[config.mk]
export PLATFORM = sky130hd
export DESIGN_NAME = matrix_multiply_4x4
export DESIGN_NICKNAME = d
export VERILOG_FILES = /design/src/rtl/core/mm4_pkg.sv /design/src/rtl/core/matrix_multiply_4x4.sv
export VERILOG_INCLUDE_DIRS = /design/src /design/src/rtl/core
export SDC_FILE = /design/constraint.sdc
export NUM_CORES = 2
export LEC_CHECK = 0
export ABC_CLOCK_PERIOD_IN_PS = 20100
export CAP_MARGIN = 20
export CELL_PAD_IN_SITES_DETAIL_PLACEMENT = 0
export CELL_PAD_IN_SITES_GLOBAL_PLACEMENT = 1
export CORE_ASPECT_RATIO = 1.1
export CORE_MARGIN = 1
export CORE_UTILIZATION = 35
export DETAILED_ROUTE_END_ITERATION = 16
export DONT_BUFFER_PORTS = 1
export GPL_ROUTABILITY_DRIVEN = 0
export PLACE_DENSITY = 0.62
export SYNTH_ARGS = -nofsm -noshare
export SYNTH_HDL_FRONTEND = slang
export SYNTH_SLANG_ARGS = --single-unit
[constraint.sdc]
create_clock -name clock -period 20.1 [get_ports clock]
set_clock_uncertainty 0.05 [all_clocks]
set_input_delay 1.005 -clock clock [delete_from_list [all_inputs] [get_ports clock]]
set_output_delay 1.005 -clock clock [all_outputs]
set_load 0.05 [all_outputs]
[src/rtl/core/matrix_multiply_4x4_assert.svh]
// ----------------------------------------------------------------------------
// matrix_multiply_4x4 assertion macros
// Shared concurrent assertion forms for the matrix multiply RTL.
// ----------------------------------------------------------------------------
`ifndef MATRIX_MULTIPLY_4X4_ASSERT_SVH
`define MATRIX_MULTIPLY_4X4_ASSERT_SVH

// Same-cycle implication, reset masked.
`define MM4_ASSERT_IMPL(label, clk, rst, ante, cons, msg) \
   label: assert property (@(posedge clk) disable iff (rst) (ante) |-> (cons)) \
      else $error(msg);

// Next-cycle implication, reset masked.
`define MM4_ASSERT_NEXT(label, clk, rst, ante, cons, msg) \
   label: assert property (@(posedge clk) disable iff (rst) (ante) |=> (cons)) \
      else $error(msg);

`endif

[src/rtl/core/mm4_pkg.sv]
// ----------------------------------------------------------------------------
// mm4_pkg
// Types, opcodes and defaults for the 4x4 fixed-point matrix multiplier.
// ----------------------------------------------------------------------------
package mm4_pkg;

   localparam int DIM_DEFAULT       = 4;
   localparam int FRAC_BITS_DEFAULT = 16;
   localparam int VAL_W             = 32;
   localparam int IDX_W             = 2;
   localparam int OP_W              = 2;

   localparam logic [OP_W-1:0] OP_WRITE_LEFT  = 2'd0;
   localparam logic [OP_W-1:0] OP_WRITE_RIGHT = 2'd1;
   localparam logic [OP_W-1:0] OP_COMPUTE     = 2'd2;

   typedef struct packed {
      logic [OP_W-1:0]         opcode;
      logic [IDX_W-1:0]        col;
      logic [IDX_W-1:0]        row;
      logic signed [VAL_W-1:0] value;
   } req_type;

   typedef struct packed {
      logic [IDX_W-1:0]        col_res;
      logic [IDX_W-1:0]        row_res;
      logic signed [VAL_W-1:0] product_value;
      logic                    saturated;
      logic                    last;
   } rsp_type;

endpackage

[src/rtl/core/matrix_multiply_4x4.sv]
// ----------------------------------------------------------------------------
// matrix_multiply_4x4
// Signed fixed-point DIM x DIM matrix product over two on-chip element stores.
// ----------------------------------------------------------------------------
// Usage:
//  - Request channel: an item is taken on a clock edge with start high and
//    busy low. Opcode WRITE_LEFT / WRITE_RIGHT stores value at (col,row) of
//    the left or right matrix; busy stays low, so writes can be issued every
//    cycle. Writes with col or row >= DIM and opcode 3 are dropped.
//  - COMPUTE raises busy and streams DIM*DIM result items on rsp_data, each
//    marked by a one-cycle rsp_strobe, column outer and row inner, the final
//    one flagged with last. The receiver cannot hold results off.
//  - Datapath: one shared 32x32 MAC does one term per cycle, so a compute
//    item makes DIM^3 memory reads, each passing through read, multiply,
//    accumulate and saturate stages. A result is shown once all DIM terms of
//    its element are summed. busy drops in the cycle the last result is shown.
//  - Reset: both stores read as zero (per-entry valid bits cleared), busy
//    low, no result pending. No clearing pass is needed.
// ----------------------------------------------------------------------------
module matrix_multiply_4x4 #(
   parameter int DIM       = mm4_pkg::DIM_DEFAULT,
   parameter int FRAC_BITS = mm4_pkg::FRAC_BITS_DEFAULT
) (
   input  logic             clock,
   input  logic             reset,
   input  logic             start,
   output logic             busy,
   input  mm4_pkg::req_type req_data,
   output logic             rsp_strobe,
   output mm4_pkg::rsp_type rsp_data
);

   localparam int CELLS  = DIM * DIM;
   localparam int DIM_W  = $clog2(DIM);
   localparam int ADDR_W = $clog2(CELLS);
   localparam int VW     = mm4_pkg::VAL_W;
   localparam int IW     = mm4_pkg::IDX_W;
   localparam int PROD_W = 2 * VW;
   localparam int ACC_W  = PROD_W + $clog2(DIM) + 1;

   // control tag that travels alongside each MAC term
   typedef struct packed {
      logic             valid;
      logic             first_k;
      logic             last_k;
      logic             last_elem;
      logic [DIM_W-1:0] col;
      logic [DIM_W-1:0] row;
   } tag_type;

   // -------------------------------------------------------------------------
   // Request decode
   // -------------------------------------------------------------------------
   logic              accept;
   logic              in_range;
   logic              wr_left;
   logic              wr_right;
   logic              go;
   logic [ADDR_W-1:0] wr_addr;

   assign accept   = start && !busy;
   assign in_range = (int'(req_data.col) < DIM) && (int'(req_data.row) < DIM);
   assign wr_left  = accept && in_range && (req_data.opcode == mm4_pkg::OP_WRITE_LEFT);
   assign wr_right = accept && in_range && (req_data.opcode == mm4_pkg::OP_WRITE_RIGHT);
   assign go       = accept && (req_data.opcode == mm4_pkg::OP_COMPUTE);
   assign wr_addr  = ADDR_W'(int'(req_data.col) * DIM + int'(req_data.row));

   // -------------------------------------------------------------------------
   // Sequencer: walks c, r, k and issues one read pair per cycle
   // -------------------------------------------------------------------------
   logic             busy_ff, busy_in;
   logic             issue_ff, issue_in;
   logic [DIM_W-1:0] c_ff, c_in;
   logic [DIM_W-1:0] r_ff, r_in;
   logic [DIM_W-1:0] k_ff, k_in;
   logic             k_max, r_max, c_max;
   tag_type          s0_tag;

   assign k_max = (k_ff == DIM_W'(DIM - 1));
   assign r_max = (r_ff == DIM_W'(DIM - 1));
   assign c_max = (c_ff == DIM_W'(DIM - 1));

   always_comb begin
      issue_in = issue_ff;
      c_in     = c_ff;
      r_in     = r_ff;
      k_in     = k_ff;
      if (go) begin
         issue_in = 1'b1;
         c_in     = '0;
         r_in     = '0;
         k_in     = '0;
      end else if (issue_ff) begin
         if (!k_max) begin
            k_in = k_ff + 1'b1;
         end else begin
            k_in = '0;
            if (!r_max) begin
               r_in = r_ff + 1'b1;
            end else begin
               r_in = '0;
               if (!c_max) begin
                  c_in = c_ff + 1'b1;
               end else begin
                  issue_in = 1'b0;
               end
            end
         end
      end
   end

   always_comb begin
      s0_tag.valid     = issue_ff;
      s0_tag.first_k   = (k_ff == '0);
      s0_tag.last_k    = k_max;
      s0_tag.last_elem = c_max && r_max;
      s0_tag.col       = c_ff;
      s0_tag.row       = r_ff;
   end

   // element (c,r) sits at c*DIM + r; left(k,r) and right(c,k) per term
   logic [ADDR_W-1:0] rd_addr_l;
   logic [ADDR_W-1:0] rd_addr_r;

   assign rd_addr_l = ADDR_W'(int'(k_ff) * DIM + int'(r_ff));
   assign rd_addr_r = ADDR_W'(int'(c_ff) * DIM + int'(k_ff));

   // -------------------------------------------------------------------------
   // Element stores: one write and one registered read per cycle each.
   // Valid bits make unwritten entries read as zero after reset.
   // -------------------------------------------------------------------------
   logic [VW-1:0]    left_mem  [CELLS];
   logic [VW-1:0]    right_mem [CELLS];
   logic [CELLS-1:0] lv_ff;
   logic [CELLS-1:0] rv_ff;
   logic [VW-1:0]    rdl_ff;
   logic [VW-1:0]    rdr_ff;
   logic             rdl_vld_ff;
   logic             rdr_vld_ff;

   always_ff @(posedge clock) begin
      if (wr_left) begin
         left_mem[wr_addr] <= req_data.value;
      end
      rdl_ff <= left_mem[rd_addr_l];
   end

   always_ff @(posedge clock) begin
      if (wr_right) begin
         right_mem[wr_addr] <= req_data.value;
      end
      rdr_ff <= right_mem[rd_addr_r];
   end

   always_ff @(posedge clock) begin
      if (reset) begin
         lv_ff      <= '0;
         rv_ff      <= '0;
         rdl_vld_ff <= 1'b0;
         rdr_vld_ff <= 1'b0;
      end else begin
         if (wr_left) begin
            lv_ff[wr_addr] <= 1'b1;
         end
         if (wr_right) begin
            rv_ff[wr_addr] <= 1'b1;
         end
         rdl_vld_ff <= lv_ff[rd_addr_l];
         rdr_vld_ff <= rv_ff[rd_addr_r];
      end
   end

   // -------------------------------------------------------------------------
   // Multiply stage
   // -------------------------------------------------------------------------
   tag_type                   s1_tag_ff;
   tag_type                   s2_tag_ff;
   tag_type                   s3_tag_ff;
   logic signed [VW-1:0]      op_l;
   logic signed [VW-1:0]      op_r;
   logic signed [PROD_W-1:0]  prod_ff, prod_in;

   assign op_l    = rdl_vld_ff ? $signed(rdl_ff) : '0;
   assign op_r    = rdr_vld_ff ? $signed(rdr_ff) : '0;
   assign prod_in = op_l * op_r;

   always_ff @(posedge clock) begin
      prod_ff <= prod_in;
   end

   // -------------------------------------------------------------------------
   // Accumulate stage: full-width exact sum over k
   // -------------------------------------------------------------------------
   logic signed [ACC_W-1:0] acc_ff, acc_in;

   assign acc_in = s2_tag_ff.first_k ? ACC_W'(prod_ff)
                                     : acc_ff + ACC_W'(prod_ff);

   always_ff @(posedge clock) begin
      if (s2_tag_ff.valid) begin
         acc_ff <= acc_in;
      end
   end

   // -------------------------------------------------------------------------
   // Scale and saturate: arithmetic shift by FRAC_BITS, clip to 32 bits
   // -------------------------------------------------------------------------
   logic signed [ACC_W-1:0] scaled;
   logic                    sat_pos;
   logic                    sat_neg;
   logic                    emit;
   mm4_pkg::rsp_type        rsp_in;
   mm4_pkg::rsp_type        rsp_ff;
   logic                    rsp_strobe_ff;

   assign scaled  = acc_ff >>> FRAC_BITS;
   assign sat_pos = !scaled[ACC_W-1] && (|scaled[ACC_W-2:VW-1]);
   assign sat_neg = scaled[ACC_W-1] && !(&scaled[ACC_W-2:VW-1]);
   assign emit    = s3_tag_ff.valid && s3_tag_ff.last_k;

   always_comb begin
      rsp_in.col_res   = IW'(s3_tag_ff.col);
      rsp_in.row_res   = IW'(s3_tag_ff.row);
      rsp_in.saturated = sat_pos || sat_neg;
      rsp_in.last      = s3_tag_ff.last_elem;
      if (sat_pos) begin
         rsp_in.product_value = {1'b0, {(VW-1){1'b1}}};
      end else if (sat_neg) begin
         rsp_in.product_value = {1'b1, {(VW-1){1'b0}}};
      end else begin
         rsp_in.product_value = scaled[VW-1:0];
      end
   end

   always_ff @(posedge clock) begin
      if (emit) begin
         rsp_ff <= rsp_in;
      end
   end

   // busy drops together with the final result being registered
   assign busy_in = go ? 1'b1 : ((emit && s3_tag_ff.last_elem) ? 1'b0 : busy_ff);

   // -------------------------------------------------------------------------
   // Control registers
   // -------------------------------------------------------------------------
   always_ff @(posedge clock) begin
      if (reset) begin
         busy_ff       <= 1'b0;
         issue_ff      <= 1'b0;
         c_ff          <= '0;
         r_ff          <= '0;
         k_ff          <= '0;
         s1_tag_ff     <= '0;
         s2_tag_ff     <= '0;
         s3_tag_ff     <= '0;
         rsp_strobe_ff <= 1'b0;
      end else begin
         busy_ff       <= busy_in;
         issue_ff      <= issue_in;
         c_ff          <= c_in;
         r_ff          <= r_in;
         k_ff          <= k_in;
         s1_tag_ff     <= s0_tag;
         s2_tag_ff     <= s1_tag_ff;
         s3_tag_ff     <= s2_tag_ff;
         rsp_strobe_ff <= emit;
      end
   end

   assign busy       = busy_ff;
   assign rsp_strobe = rsp_strobe_ff;
   assign rsp_data   = rsp_ff;

   // -------------------------------------------------------------------------
   // Assertions
   // -------------------------------------------------------------------------
`include "matrix_multiply_4x4_assert.svh"

   `MM4_ASSERT_NEXT(a_go_sets_busy, clock, reset, go, busy_ff, "compute item did not raise busy")
   `MM4_ASSERT_IMPL(a_idle_pipe_empty, clock, reset, !busy_ff, !issue_ff && !s1_tag_ff.valid && !s2_tag_ff.valid && !s3_tag_ff.valid, "MAC pipeline active while idle")
   `MM4_ASSERT_NEXT(a_strobe_spaced, clock, reset, rsp_strobe_ff, !rsp_strobe_ff, "results closer than one per element")
   `MM4_ASSERT_IMPL(a_last_ends_busy, clock, reset, rsp_strobe_ff && rsp_ff.last, !busy_ff, "busy still high on final result")

endmodule
==> out/metrics.cfg <==
[timing]
fin_crit_sh_pct = 50.1
hold_ws_ns = 0.216
max_slew_margin_pct = 14.8
rsz0062_at_grt = no
finalSetupViolCount = 0
slew_violations = 0
timing.fmax_mhz = 99.4
hold_viol = 0
tns_ns = 0
period_needed_ns = 10.06
worstMarginPinSlew_ns = 1.27

[cells_and_area]
layout.nets = 8061
area_delta_synth_final_pct = 10.6
layout.cells.non_filler = 10094
post-route-util_pct = 38.9
drive_gt1_share_pct = 11.2

[critical_path]
worstPathMaxFanout = 64
worstPathArrival_ns = 10.76
critPathKind = flip-flop to flip-flop
cp.required_ns = 20.80
endpoint_kind = flip-flop
crit_path_start_kind = flip-flop

[power]
clockPowerShare_pct = 46.6
power.switching_mw = 1.24
ir_drop_v = 0.0000790
power_density_nw_per_um2 = 60.4
sequentialPowerShare_pct = 51.8
p_int_mw = 4.55
power_switching_share_pct = 21.4
power_leakage_nw = 37.0
p_total_mw = 5.79
p_comb_share_pct = 1.6

[die]
die_h_um = 524
start_util_pct = 35.2
die_w_um = 477
die_area_um2 = 250000
rows = 191
design.core.area_um2 = 246000
num_io_pins = 81

[placed_design]
dp_cells = 9813
io_buffers = 0
dp_hpwl_um = 172000

[synthesis]
yosysWarningCount = 0
syn_area_um2 = 86800
synthCells = 6732
ys.flop_type = edfxtp_1
synth_seq_cells = 1323
syn_avg_cell_area_um2 = 12.9
synth_seq_area_share_pct = 43.6
yosysUniqueCellTypes = 76
async_flop_share_pct = 0
syn-num-nets = 8110
synth_edf_count = 1129

[global_routing]
antenna_found_initial = 14
grt_pass1_vias = 55549
grt_pass1_wl_um = 374000
grt_max_degree = 70
track_usage_pct = 20.4
overflow = 0

[clock_tree]
clk_latency_ns = 0.83
ctsHoldBuffers = 0
clkTransAtPathRegs_ns = 0.06
postCtsSetupBuffers = 0
cts.sinks = 1323
cts_root_buf = clkbuf_16
htreeDepth = 4
cts_resized = 0
cts_tree = done
numCtsBuffers = 146
clk_path_buf_depth = 3

[worst_hold_path]
hold_class = primary input to flip-flop

[drt]
wire_per_inst_um = 25.0
vias = 51840
detail_route.iter0.violations = 4449
ant_nets = 0
viasPerCell = 5.14
drc = 0
drtPass1Iterations = 6
wirelength_um = 252000

[flow_run]
cap_violations = 0

[status]
status = completed

==> Yosys cell counts (11+ instances only) <==
library cell,instances,area share (%)
edfxtp_1,1129,39
fa_1,1083,25
inv_1,1071,4.6
nand2_1,783,3.4
nor2_1,674,2.9
mux4_2,330,8.6
clkbuf_1,296,1.3
ha_1,254,3.7
dfxtp_1,194,4.5
a21oi_1,132,0.76
o21ai_0,115,0.66
xnor2_1,81,0.82
a21o_1,71,0.61
and2_1,70,0.50
xor2_1,47,0.47
buf_1,35,0.15
nand3_1,35,0.20
nor2b_1,33,0.24
nand4_1,24,0.17
nor3_1,24,0.14
o21bai_1,24,0.21
nand2b_1,21,0.15
a211oi_1,16,0.14
a31oi_1,14,0.10
o21a_1,14,0.12
o21ba_2,11,0.13
o31ai_1,11,0.095
==> cells in the final DEF, fill, tap and decap left out, drive strengths merged, types with 5 or more instances in the layout <==
cell type  instances
edfxtp          1129
o211ai            11
o21a              14
or2                6
a21oi            133
a21o              71
buf              141
xnor2             81
o21ai            119
a2111oi            6
nand3             35
mux4             330
o31ai             11
nand2            784
a41o               6
a221o              6
xor2              47
nor3              24
o21bai            24
o21ba             11
ha               254
inv             1078
nand4             24
nand2b            21
nor3b              5
nor2b             33
a211oi            16
mux2               5
a31oi             14
nor2             674
fa              1083
clkinv            55
and3               7
clkbuf           202
diode              7
bufinv             7
dfxtp            194
nor4              10
and2              71
==> worst max-delay path: stages (launching register included) <==
cell and delay, ns:
dfxtp_2 0.31, buf_4 0.49, nand2_1 0.81, nor2_1 0.49, fa_1 0.48, inv_1 0.12, fa_1 0.43, inv_1 0.12
fa_1 0.67, fa_1 1.05, inv_1 0.45, fa_1 0.62, inv_1 0.06, fa_1 0.55, fa_1 0.43, fa_1 0.47
ha_1 0.42, nand3_1 0.15, nor3_1 0.27, inv_1 0.07, o31ai_1 0.72, a21oi_1 0.23, o31ai_1 0.31, xor2_1 0.16
==> per-stage QoR <==
stage	setup WS (ns)	area (um^2)
finish	10.04	96000
global route	9.40	95900
CTS	9.90	95900
detailed placement	9.89	90900
global placement	10.03	90900
floorplan	11.88	86800
==> kinds of logic (layout without fill, tap and decap cells) <==
kind of cell             Yosys count  count (layout)  share of synthesized area (%)
flip-flops                      1323            1323                           43.6
XOR/XNOR                         128             128                           1.29
adder cells (fa/ha/maj)         1337            1337                           28.7
AO/OA/AOI/OAI                    482             482                           3.61
AND/OR/NAND/NOR                 1712            1712                           8.10
other                              0               7                              0
buffers and inverters           1412            1486                           6.12
multiplexers                     338             338                           8.67
==> metal layers <==
| metal | wire, um | global-route usage, % |
|---|---|---|
| met2 | 119000 | 33.5 |
| met5 | 0 | 0 |
| met4 | 7630 | 5.89 |
| met3 | 19100 | 3.84 |
| met1 | 106000 | 27.5 |
==> final cells by class <==
cell class | instances | area, um^2
Antenna cell | 7 | 17.5
Clock buffer | 202 | 4030
Clock inverter | 69 | 900
Fill cell | 23233 | 150000
Inverter | 1073 | 4030
Multi-Input combinational cell | 3997 | 43900
Sequential cell | 1323 | 37800
Tap cell | 3281 | 4110
Timing Repair Buffer | 142 | 1140
==> final timing paths <==
check | from | to | slack, ns | cells past startpoint
setup reg to reg | rdl_vld_ff | prod_ff[62] | 10.04 | 23
setup / recovery | rdl_vld_ff | prod_ff[62] | 10.04 | 23
hold / removal | req_data[22] | right_mem[13][22] | 0.22 | 0
hold reg to reg | rsp_in[37] | rsp_data[37] | 0.35 | 0
==> flip-flops by register name, indices dropped and copies added, names as in the netlist, 2 cells and up <==
name / cells
rv_ff: 16
r_ff: 2
s2_tag_ff: 8
c_ff: 2
rsp_in: 5
rsp_data: 38
lv_ff: 16
prod_ff: 64
acc_ff: 67
rdl_ff: 32
left_mem: 512
s3_tag_ff: 2
right_mem: 512
rdr_ff: 32
s1_tag_ff: 8
k_ff: 2
==> power groups by stage <==
stage,registers (mW),logic [mW],clock network (mW)
detailed placement,3.06,0.0923,0
CTS,3.00,0.0924,2.76
global route,3.00,0.0977,2.87
floorplan,3.05,0.0654,0
global placement,3.06,0.0913,0
finish,3.00,0.0910,2.70
No activity file was read; power rests on OpenSTA's default activity.
